## config.mk

```make
export PLATFORM = sky130hd
export DESIGN_NAME = poly_voice_adsr_manager_unit
export DESIGN_NICKNAME = d
export VERILOG_FILES = /design/src/hdl/pvam_pkg.sv /design/src/hdl/poly_voice_adsr_manager_unit.sv
export SDC_FILE = /design/constraint.sdc
export NUM_CORES = 2
export LEC_CHECK = 0
export BUFFER_PORTS_ARGS = -buffer_cell sky130_fd_sc_hd__buf_2
export CAP_MARGIN = 15
export CELL_PAD_IN_SITES_DETAIL_PLACEMENT = 0
export CELL_PAD_IN_SITES_GLOBAL_PLACEMENT = 2
export CORE_MARGIN = 2
export CORE_UTILIZATION = 35
export CTS_BUF_LIST = sky130_fd_sc_hd__clkbuf_8
export CTS_CLUSTER_SIZE = 20
export DETAILED_ROUTE_END_ITERATION = 8
export PLACE_DENSITY_LB_ADDON = 0.25
export SLEW_MARGIN = 25
export SYNTH_ARGS = -nofsm -noshare
export SYNTH_HDL_FRONTEND = slang
export SYNTH_SLANG_ARGS = --single-unit
```

## constraint.sdc

```tcl
create_clock -name clk_i -period 13.3 [get_ports clk_i]
set_input_delay 2.66 -clock clk_i [delete_from_list [all_inputs] [get_ports clk_i]]
set_output_delay 2.66 -clock clk_i [all_outputs]
set_load 0.05 [all_outputs]
```

## src/hdl/pvam_pkg.sv

```systemverilog
`default_nettype none
package pvam_pkg;

  localparam int unsigned NUM_VOICES = 8;
  localparam int unsigned VIDX_W     = (NUM_VOICES > 1) ? $clog2(NUM_VOICES) : 1;

  localparam int unsigned LVL_W = 25;
  localparam int unsigned NOTE_W = 7;
  localparam int unsigned VEL_W  = 7;
  localparam int unsigned IDX_OUT_W = 3;
  localparam int unsigned CFG_IDX_W = 2;

  localparam logic [LVL_W-1:0] FULL_SCALE    = LVL_W'(25'h100_0000);
  localparam logic [LVL_W-1:0] END_THRESHOLD = LVL_W'(1677);

  localparam logic [LVL_W-1:0] ATTACK_RESET  = LVL_W'(19418);
  localparam logic [LVL_W-1:0] DECAY_RESET   = LVL_W'(1942);
  localparam logic [LVL_W-1:0] SUSTAIN_RESET = LVL_W'(12079596);
  localparam logic [LVL_W-1:0] RELEASE_RESET = LVL_W'(1248);

  typedef enum logic [1:0] {
    OP_NOTE_ON  = 2'd0,
    OP_NOTE_OFF = 2'd1,
    OP_ALL_OFF  = 2'd2,
    OP_TICK     = 2'd3
  } op_e;

  typedef enum logic [CFG_IDX_W-1:0] {
    REG_ATTACK  = 2'd0,
    REG_DECAY   = 2'd1,
    REG_SUSTAIN = 2'd2,
    REG_RELEASE = 2'd3
  } cfg_reg_e;

  typedef struct packed {
    logic [NOTE_W-1:0] note;
    logic [VEL_W-1:0]  velocity;
    logic [LVL_W-1:0]  level;
    logic [LVL_W-1:0]  rel_start;
    logic              released;
    logic              decaying;
  } voice_entry_t;

  // Keep a rate within 1 .. full scale.
  function automatic logic [LVL_W-1:0] clamp_rate(input logic [LVL_W-1:0] r);
    logic [LVL_W-1:0] res;
    res = r;
    if (r == '0) begin
      res = LVL_W'(1);
    end else if (r > FULL_SCALE) begin
      res = FULL_SCALE;
    end
    return res;
  endfunction

endpackage
`default_nettype wire

```

## src/hdl/poly_voice_adsr_manager_unit.sv

```systemverilog
`default_nettype none
// Channel | direction | handshake             | payload
// --------+-----------+-----------------------+---------------------------------------------
// in      | input     | in_valid_i / in_stall_o | op_i, note_i, velocity_i
// out     | output    | out_valid_o / out_stall_i | voice_index_o, voice_on_o, voice_note_o,
//         |           |                       | level_o, voice_velocity_o, last_o
// cfg     | input     | cfg_valid_i / cfg_ready_o | cfg_index_i, cfg_data_i
//
// Note-on and all-notes-off are handled at the transfer, in the idle state. Note-off does one
// read-modify-write per voice through the single voice memory port pair.
// Tick reads and multiplies, then updates and writes back, for each voice in turn,
// and holds while the output side stalls.
// Reset clears the active marks, round-robin pointer and registers; the voice memory is not
// cleared, since an entry's contents are only used while its active mark says note-on wrote it.
// A result waits in the output register while the next voice is read and multiplied.
module poly_voice_adsr_manager_unit
  import pvam_pkg::*;
(
  input  wire logic                 clk_i,
  input  wire logic                 rst_ni,
  // input items
  input  wire logic                 in_valid_i,
  output logic                      in_stall_o,
  input  wire logic [1:0]           op_i,
  input  wire logic [NOTE_W-1:0]    note_i,
  input  wire logic [VEL_W-1:0]     velocity_i,
  // results
  output logic                      out_valid_o,
  input  wire logic                 out_stall_i,
  output logic [IDX_OUT_W-1:0]      voice_index_o,
  output logic                      voice_on_o,
  output logic [NOTE_W-1:0]         voice_note_o,
  output logic [LVL_W-1:0]          level_o,
  output logic [VEL_W-1:0]          voice_velocity_o,
  output logic                      last_o,
  // configuration writes
  input  wire logic                 cfg_valid_i,
  output logic                      cfg_ready_o,
  input  wire logic [CFG_IDX_W-1:0] cfg_index_i,
  input  wire logic [LVL_W-1:0]     cfg_data_i
);

  typedef enum logic [1:0] {
    ST_IDLE,
    ST_OFF_WR,
    ST_TK_MUL,
    ST_TK_UPD
  } state_e;

  state_e state_q;

  // configuration registers
  logic [LVL_W-1:0] attack_q, decay_q, sustain_q, release_q;

  // per-voice active marks in flops, the rest of the voice state in memory
  logic [NUM_VOICES-1:0] active_q;
  logic [VIDX_W-1:0]     next_slot_q;
  logic [VIDX_W-1:0]     cnt_q;
  logic [LVL_W-1:0]      prod_q;
  // note of the note-off being walked; the input side moves on after the transfer
  logic [NOTE_W-1:0]     off_note_q;

  voice_entry_t voice_mem_q [NUM_VOICES];
  voice_entry_t rd_data_q;

  logic              mem_we;
  logic [VIDX_W-1:0] mem_wa;
  voice_entry_t      mem_wd;
  logic              mem_re;
  logic [VIDX_W-1:0] mem_ra;

  // output register
  logic                 out_valid_q;
  logic [IDX_OUT_W-1:0] out_idx_q;
  logic                 out_on_q;
  logic [NOTE_W-1:0]    out_note_q;
  logic [LVL_W-1:0]     out_level_q;
  logic [VEL_W-1:0]     out_vel_q;
  logic                 out_last_q;

  logic in_xfer;
  op_e  op;
  logic cnt_last;
  logic out_load;
  logic cur_active;

  logic [LVL_W-1:0]   ar_c, dr_c, rr_c, sus_c;
  logic [LVL_W-1:0]   mul_a, mul_b;
  logic [2*LVL_W-1:0] prod;

  logic [LVL_W-1:0] lvl;
  logic [LVL_W:0]   att_sum;
  logic [LVL_W-1:0] lvl_new;
  logic             rel_end;
  voice_entry_t     tk_entry;
  voice_entry_t     off_entry;

  assign in_stall_o  = (state_q != ST_IDLE);
  assign in_xfer     = in_valid_i && !in_stall_o;
  assign op          = op_e'(op_i);
  assign cfg_ready_o = 1'b1;
  assign cnt_last    = (cnt_q == VIDX_W'(NUM_VOICES - 1));
  assign cur_active  = active_q[cnt_q];
  assign out_load    = (state_q == ST_TK_UPD) && (!out_valid_q || !out_stall_i);

  // Configuration writes.
  always_ff @(posedge clk_i or negedge rst_ni) begin
    if (!rst_ni) begin
      attack_q  <= ATTACK_RESET;
      decay_q   <= DECAY_RESET;
      sustain_q <= SUSTAIN_RESET;
      release_q <= RELEASE_RESET;
    end else if (cfg_valid_i && cfg_ready_o) begin
      unique case (cfg_reg_e'(cfg_index_i))
        REG_ATTACK:  attack_q  <= cfg_data_i;
        REG_DECAY:   decay_q   <= cfg_data_i;
        REG_SUSTAIN: sustain_q <= cfg_data_i;
        REG_RELEASE: release_q <= cfg_data_i;
        default:     attack_q  <= attack_q;
      endcase
    end
  end

  assign ar_c  = clamp_rate(attack_q);
  assign dr_c  = clamp_rate(decay_q);
  assign rr_c  = clamp_rate(release_q);
  assign sus_c = (sustain_q > FULL_SCALE) ? FULL_SCALE : sustain_q;

  // One shared multiplier: release step from the start level, or decay step from the span
  // above sustain. Registered before the update stage.
  assign mul_a = rd_data_q.released ? rd_data_q.rel_start : (FULL_SCALE - sus_c);
  assign mul_b = rd_data_q.released ? rr_c : dr_c;
  assign prod  = mul_a * mul_b;

  // Envelope update for the voice whose entry sits in the read register.
  assign lvl     = rd_data_q.level;
  assign att_sum = {1'b0, lvl} + {1'b0, ar_c};

  always_comb begin
    tk_entry = rd_data_q;
    lvl_new  = lvl;
    rel_end  = 1'b0;
    if (rd_data_q.released) begin
      lvl_new = (prod_q >= lvl) ? '0 : (lvl - prod_q);
      rel_end = (lvl_new <= END_THRESHOLD);
    end else if (!rd_data_q.decaying && (lvl < FULL_SCALE)) begin
      // attack: rise and saturate at full scale
      lvl_new = (att_sum > {1'b0, FULL_SCALE}) ? FULL_SCALE : att_sum[LVL_W-1:0];
    end else begin
      // decay toward sustain, never below it
      tk_entry.decaying = 1'b1;
      if (lvl > sus_c) begin
        lvl_new = ((lvl - sus_c) > prod_q) ? (lvl - prod_q) : sus_c;
      end
    end
    tk_entry.level = lvl_new;
  end

  // Note-off: release every matching, active, unreleased voice and remember its level.
  always_comb begin
    off_entry = rd_data_q;
    if (cur_active && !rd_data_q.released && (rd_data_q.note == off_note_q)) begin
      off_entry.released  = 1'b1;
      off_entry.rel_start = rd_data_q.level;
    end
  end

  // Memory port control.
  always_comb begin
    mem_we = 1'b0;
    mem_wa = cnt_q;
    mem_wd = rd_data_q;
    mem_re = 1'b0;
    mem_ra = VIDX_W'(cnt_q + 1'b1);
    unique case (state_q)
      ST_IDLE: begin
        if (in_xfer) begin
          if (op == OP_NOTE_ON) begin
            mem_we             = 1'b1;
            mem_wa             = next_slot_q;
            mem_wd.note        = note_i;
            mem_wd.velocity    = velocity_i;
            mem_wd.level       = '0;
            mem_wd.rel_start   = '0;
            mem_wd.released    = 1'b0;
            mem_wd.decaying    = 1'b0;
          end else if (op == OP_NOTE_OFF || op == OP_TICK) begin
            mem_re = 1'b1;
            mem_ra = '0;
          end
        end
      end
      ST_OFF_WR: begin
        mem_we = 1'b1;
        mem_wd = off_entry;
        mem_re = !cnt_last;
      end
      ST_TK_UPD: begin
        if (out_load) begin
          mem_we = cur_active;
          mem_wd = tk_entry;
          mem_re = !cnt_last;
        end
      end
      default: begin
        mem_we = 1'b0;
      end
    endcase
  end

  // Voice memory: one write and one registered read per cycle, never the same entry.
  always_ff @(posedge clk_i) begin
    if (mem_we) begin
      voice_mem_q[mem_wa] <= mem_wd;
    end
    if (mem_re) begin
      rd_data_q <= voice_mem_q[mem_ra];
    end
  end

  // Sequencer, marks and output register.
  always_ff @(posedge clk_i or negedge rst_ni) begin
    if (!rst_ni) begin
      state_q     <= ST_IDLE;
      active_q    <= '0;
      next_slot_q <= '0;
      cnt_q       <= '0;
      prod_q      <= '0;
      off_note_q  <= '0;
      out_valid_q <= 1'b0;
      out_idx_q   <= '0;
      out_on_q    <= 1'b0;
      out_note_q  <= '0;
      out_level_q <= '0;
      out_vel_q   <= '0;
      out_last_q  <= 1'b0;
    end else begin
      // drop the result once transferred, unless a new one replaces it
      out_valid_q <= out_load || (out_valid_q && out_stall_i);

      unique case (state_q)
        ST_IDLE: begin
          if (in_xfer) begin
            unique case (op)
              OP_NOTE_ON: begin
                active_q[next_slot_q] <= 1'b1;
                next_slot_q <= (next_slot_q == VIDX_W'(NUM_VOICES - 1)) ? '0
                             : VIDX_W'(next_slot_q + 1'b1);
              end
              OP_NOTE_OFF: begin
                cnt_q      <= '0;
                off_note_q <= note_i;
                state_q    <= ST_OFF_WR;
              end
              OP_ALL_OFF: begin
                active_q <= '0;
              end
              OP_TICK: begin
                cnt_q   <= '0;
                state_q <= ST_TK_MUL;
              end
              default: begin
                state_q <= ST_IDLE;
              end
            endcase
          end
        end
        ST_OFF_WR: begin
          if (cnt_last) begin
            state_q <= ST_IDLE;
          end else begin
            cnt_q <= VIDX_W'(cnt_q + 1'b1);
          end
        end
        ST_TK_MUL: begin
          prod_q  <= prod[2*LVL_W-2:LVL_W-1];
          state_q <= ST_TK_UPD;
        end
        ST_TK_UPD: begin
          // hold here while the previous result still waits
          if (out_load) begin
            out_idx_q  <= IDX_OUT_W'(cnt_q);
            out_last_q <= cnt_last;
            if (cur_active && !rel_end) begin
              out_on_q    <= 1'b1;
              out_note_q  <= rd_data_q.note;
              out_level_q <= lvl_new;
              out_vel_q   <= rd_data_q.velocity;
            end else begin
              out_on_q    <= 1'b0;
              out_note_q  <= '0;
              out_level_q <= '0;
              out_vel_q   <= '0;
            end
            if (cur_active && rel_end) begin
              active_q[cnt_q] <= 1'b0;
            end
            if (cnt_last) begin
              state_q <= ST_IDLE;
            end else begin
              cnt_q   <= VIDX_W'(cnt_q + 1'b1);
              state_q <= ST_TK_MUL;
            end
          end
        end
        default: begin
          state_q <= ST_IDLE;
        end
      endcase
    end
  end

  assign out_valid_o      = out_valid_q;
  assign voice_index_o    = out_idx_q;
  assign voice_on_o       = out_on_q;
  assign voice_note_o     = out_note_q;
  assign level_o          = out_level_q;
  assign voice_velocity_o = out_vel_q;
  assign last_o           = out_last_q;

endmodule
`default_nettype wire
```

## After elaboration in Yosys (flattened, before gate mapping)

Memory sizes are Yosys's and may differ from the RTL's. A register that Yosys moved wholly into a read port is not among the register bits.
Cells that the tools add are included.

| cells by class | value |
|---|---|
| add/sub/neg operators | 6 |
| multiply operators | 1 |
| order comparisons | 14 |
| eq/ne operators | 19 |
| multiplexer cells | 68 |
| bitwise gates (word level) | 3 |
| reductions and logical operators | 40 |

Operators with widths:

| cell | count |
|---|---|
| $mux 25 | 16 |
| $pmux 66 s3 | 1 |
| $mux 66 | 2 |
| $gt 25x25->1 const B | 4 |
| $logic_not 25->1 | 3 |
| $mux 52 | 1 |
| $gt 25x25->1 | 2 |
| $sub 25x25->25 | 2 |
| $mul 25x25->49 | 1 |
| $mux 3 | 12 |
| $pmux 8 s2 | 2 |
| $add 25x25->26 | 1 |
| $gt 26x25->1 const B | 1 |
| $mux 26 | 1 |
| $ge 25x25->1 | 1 |
| $le 25x11->1 const B | 1 |
| $lt 25x25->1 const B | 1 |
| $sub 25x25->25 const A | 1 |
| $mux 8 | 3 |
| $mux 1 | 16 |
| $mux 7 | 2 |
| $eq 2x2->1 const B | 6 |
| $logic_and 1x1->1 | 10 |
| $reduce_and 2->1 | 5 |
| 29 further kinds | 56 |

| storage, ports and cells | value |
|---|---|
| register bits | 193 |
| RAM bits | 528 |
| input bits | 48 |
| output and inout port bits | 47 |
| word-level logic and storage cells | 169 |
| memories kept | 1 |

Memory list:

| memory | words | width | rd ports | clocked after memory_dff | write ports | line | RTL |
|---|---|---|---|---|---|---|---|
| voice_mem_q | 8 | 66 | 1 | 1 | 1 | poly_voice_adsr_manager_unit.sv:63 | `voice_entry_t voice_mem_q [NUM_VOICES];` |

## Depth between registers and ports, before layout

| logic depth | value |
|---|---|
| depth after elaboration | 10 |
| mapped depth | 37 |
| mapped depth without buffers | 35 |

## Worst setup path before layout

No wires, ideal clock.

| path | value |
|---|---|
| kind | flip-flop to flip-flop |
| from | register sustain_q[2] |
| to | register prod_q[10] |
| library setup time | 133 ps |
| data arrival time | 9074 ps |
| data required time | 13167 ps |
| setup slack | 4093 ps |
| stages on the path, launching flop included | 36 |
| path buffers | 4 |
| clock period less this slack | 9207 ps |
| path through | dfstp_2 clkbuf_1 nor3_1 and4_1 a31o_2 clkbuf_1 clkbuf_1 nand2_1 xor2_1 nor2_1 a21oi_1 clkbuf_1 nor2_1 fa_1 fa_1 inv_1 fa_1 fa_1 inv_1 fa_1 fa_1 inv_1 fa_1 inv_1 ha_1 and3_1 and4_1 o2111ai_1 a211oi_1 a311o_1 or2_2 a31o_2 a211o_1 a31oi_1 xor2_1 o21ai_0 |

| on the way | value |
|---|---|
| cells in the longest elaborated chain, start to end | 5 |

RTL lines:

| what | line | RTL |
|---|---|---|
| from (decl) | poly_voice_adsr_manager_unit.sv:53 | `logic [LVL_W-1:0] attack_q, decay_q, sustain_q, release_q;` |
| from (signal assigned) | poly_voice_adsr_manager_unit.sv:117 | `REG_SUSTAIN: sustain_q <= cfg_data_i;` |
| $gt 25x25->1 | poly_voice_adsr_manager_unit.sv:127 | `assign sus_c = (sustain_q > FULL_SCALE) ? FULL_SCALE : sustain_q;` |
| $mux 25 * | poly_voice_adsr_manager_unit.sv:127 |  |
| $sub 25x25->25 * | poly_voice_adsr_manager_unit.sv:131 | `assign mul_a = rd_data_q.released ? rd_data_q.rel_start : (FULL_SCALE - sus_c);` |
| $mux 25 * | poly_voice_adsr_manager_unit.sv:131 |  |
| $mul 25x25->49 * | poly_voice_adsr_manager_unit.sv:133 | `assign prod = mul_a * mul_b;` |
| to (signal assigned) | poly_voice_adsr_manager_unit.sv:276 | `prod_q <= prod[2*LVL_W-2:LVL_W-1];` |
| to (decl) | poly_voice_adsr_manager_unit.sv:59 | `logic [LVL_W-1:0] prod_q;` |

Every way passes the cells marked *; elsewhere a longest branch is shown, timed or not.
A chain may end at the register's enable or synchronous reset.

## Worst setup path in the final report

| path | value |
|---|---|
| from | register sustain_q[24] |
| to | register prod_q[24] |

Same word-level chain as after synthesis.

==> results.tsv <==
stage	metric	value	unit
logic_synthesis	yosys.area.top_type_share	30.7	%
sta	min_period	10.76	ns
flow_run	cap_violations	0	
die	rows	149	
logic_synthesis	netlist_instances	5832	
place	dp_hpwl	146	mm
logic_synthesis	async_reset_ff_share	24.5	%
route	vias	44100	
logic_synthesis	yosys.area_share.simple	14.5	%
run_status	status	completed	
global_route	antenna_found_initial	8	
cells_and_area	drive_above_1_share	10.7	%
global_route	grt_pass1_vias	44200	
setup_path	cp.required	14.03	ns
clock_network	clk_path_buf_depth	3	
logic_synthesis	netlist_area	58100	um2
logic_synthesis	synth_compound_area_share	11.0	%
global_route	grt.overflow.total	0	
setup_path	reg2reg_depth	33	
setup_path	cp_common_cell	fa_1	
setup_path	worstPathArrival	11.49	ns
setup_path	reg2reg_from	sustain_q[24]$_DFFE_PN0P_	
sta	slew_headroom	30.1	%
setup_path	path_class	flip-flop to flip-flop	
setup_path	critPathCaptureType	flip-flop	
clock_network	postCtsSetupBuffers	0	
worst_hold_path	hp-start	last_o$_DFFE_PN0P_	
setup_path	crit_path_start_kind	flip-flop	
logic_synthesis	ys_warn_count	0	
worst_hold_path	whs_endpoint	last_o$_DFFE_PN0P_	
die	fp.dieH	411	um
route	drt-pass1-iter-count	5	
logic_synthesis	synthTopCellsByArea	edfxtp_1 31%, fa_1 18%, dfrtp_1 6.9%, ha_1 6.1%, nand2_1 5.0%	
die	boundaryPins	95	
place	gp_congestion	0.900	
route	detail-route-antenna-nets	0	
sta	finalSetupTns	0	ns
logic_synthesis	ys_ff_latch	787	
route	first_iter_violations	3452	
die	die_w	411	um
route	top_layer	met5	
logic_synthesis	synthMuxAreaShare	2.88	%
logic_synthesis	yosysUniqueCellTypes	92	
logic_synthesis	synthFlopType	edfxtp_1	
cells_and_area	nets	6766	
route	wl_met1	92.7	mm
logic_synthesis	synth_fa_ha_area_share	24.2	%
global_route	grt_pass1_wl	306	mm
route	via_per_inst	5.37	
sta	grt_setup_unrepaired	false	
global_route	grt_usage	24.7	%
place	placedCellCount	7956	
setup_path	r2r_end	prod_q[24]$_DFFE_PN0P_	
setup_path	cp_slowest_cell	dfrtp_1	
logic_synthesis	ys_seq_area_share	39.1	%
clock_network	cts_hold_buf	0	
clock_network	tritoncts	built	
sta	timing.final.crit_share	80.9	%
logic_synthesis	synth_xor_area_share	1.48	%
logic_synthesis	synth_edf_count	594	
sta	finalSetupViolations	0	
route	drt_wl_total	209	mm
setup_path	cpPeakStageDelay	0.83	ns
worst_hold_path	min_delay_path_depth	2	
sta	hold_viol	0	
place	port_buffers	93	
clock_network	clk_latency	0.93	ns
cells_and_area	fin_util	38.9	%
die	initial_core_util	35.2	%
die	dieArea	169000	um2
sta	worst_slew_pin_slew	1.05	ns
route	wl_met2	99.7	mm
global_route	grt_max_degree	139	
route	wl_per_cell	25.5	um
clock_network	numCtsBuffers	140	
die	core-area	165000	um2
clock_network	cts_resized	0	
route	drc	0	
worst_hold_path	hp-class	flip-flop to flip-flop	
cells_and_area	final_cells	8215	
logic_synthesis	synth_top_family_by_area	adder cells	
clock_network	clk_pin_slew	0.06	ns
sta	fin_skew	0.0816	ns
logic_synthesis	yosysTopAreaCell	edfxtp_1	
setup_path	worst-path-max-fanout	22	
sta	slew_violations	0	
route	route.met3.wl	10.8	mm
clock_network	cts_root_buffer	clkbuf_8	
cells_and_area	area_growth	10.4	%
logic_synthesis	syn_avg_cell_area	9.95	um2
setup_path	r2r_setup_slack	2.54	ns
clock_network	cts.sinks	787	
logic_synthesis	syn-num-nets	6689	
clock_network	htreeDepth	4	
sta	max_freq	92.9	MHz
## metal layers
layer  up-vias  GRT usage [%]
met5         -              0
met4         4           7.62
met3       307           3.58
met2      1220           40.6
met1     22700           33.8
li1      19900              -
## cell usage after synthesis (117+ instances only)
cell and number:
ha_1 282, a21oi_1 357, nand2_1 778, dfrtp_1 161, nor2_1 496, mux2_2 117, nor3_1 182, o21ai_0 255
inv_1 739, fa_1 527, edfxtp_1 594, nand3_1 248, clkbuf_1 270
## cells in the final DEF, fill, tap and decap left out, drive strengths merged, types with 117 or more instances in the layout
cell,count
nand3,248
fa,527
buf,236
inv,799
nand2,778
clkbuf,148
edfxtp,594
nor3,185
ha,282
o21ai,268
mux2,117
a21oi,360
dfrtp,161
nor2,498
## how the worst max path moves through the flow
stage | start | cells after the start | slack, ns | end
2_1_floorplan | sustain_q[2]$_DFFE_PN1P_ | 35 | 4.09 | prod_q[10]$_DFFE_PN0P_
3_3_place_gp | sustain_q[24]$_DFFE_PN0P_ | 33 | 2.82 | prod_q[24]$_DFFE_PN0P_
3_5_place_dp | sustain_q[24]$_DFFE_PN0P_ | 33 | 2.61 | prod_q[24]$_DFFE_PN0P_
4_1_cts | sustain_q[24]$_DFFE_PN0P_ | 33 | 2.57 | prod_q[24]$_DFFE_PN0P_
5_1_grt | sustain_q[24]$_DFFE_PN0P_ | 33 | 2.00 | prod_q[24]$_DFFE_PN0P_
6_report | sustain_q[24]$_DFFE_PN0P_ | 33 | 2.54 | prod_q[24]$_DFFE_PN0P_
## logic make-up (layout without fill, tap and decap cells)
kind of cell             Yosys count  count (layout)
AO/OA/AOI/OAI                   1019            1019
XOR/XNOR                          98              98
adder cells (fa/ha/maj)          809             809
buffers and inverters           1042            1231
flip-flops                       787             787
multiplexers                     150             150
other                              1               6
AND/OR/NAND/NOR                 1926            1926
## area by class of cell
class                   count  area (um2)
inverters                 740        2780
diodes                      5        12.5
clock inverters           107         618
repair buffers            237        1590
flip-flops and latches    787       22700
clock buffers             147        2020
well taps                2189        2740
multi-input cells        4003       31600
fillers                 16500      101000
## worst max-delay path: cells and delay by family, from the launching register on
kind	cells	cell delay [ns]
fa+ha+maj	9	4.26
compound gates	13	3.80
simple gates	4	0.96
flops	1	0.83
buf+inv	6	0.61
xor+xnor	1	0.14
## stage by stage
stage / area, um2 / setup WS [ns] / hold WS, ns
6_report: 64100 / 2.54 / 0.465
4_1_cts: 64100 / 2.57 / 0.474
5_1_grt: 64100 / 2.00 / 0.506
2_1_floorplan: 58100 / 4.09 / 0.449
3_5_place_dp: 61400 / 2.61 / 0.458
3_3_place_gp: 61400 / 2.82 / 0.455
## flip-flops by register name, indices dropped and copies added (netlist names), 7 cells and up
register          count
voice_note_o          7
lvl                  25
off_entry            15
voice_velocity_o      7
decay_q              25
attack_q             25
voice_mem_q         528
sustain_q            25
rd_data_q            26
level_o              25
active_q              8
off_note_q            7
release_q            25
prod_q               25
Power is left out: the tool's default activity adds up to more than one toggle a clock period on the data nets, which glitch-free logic cannot reach.
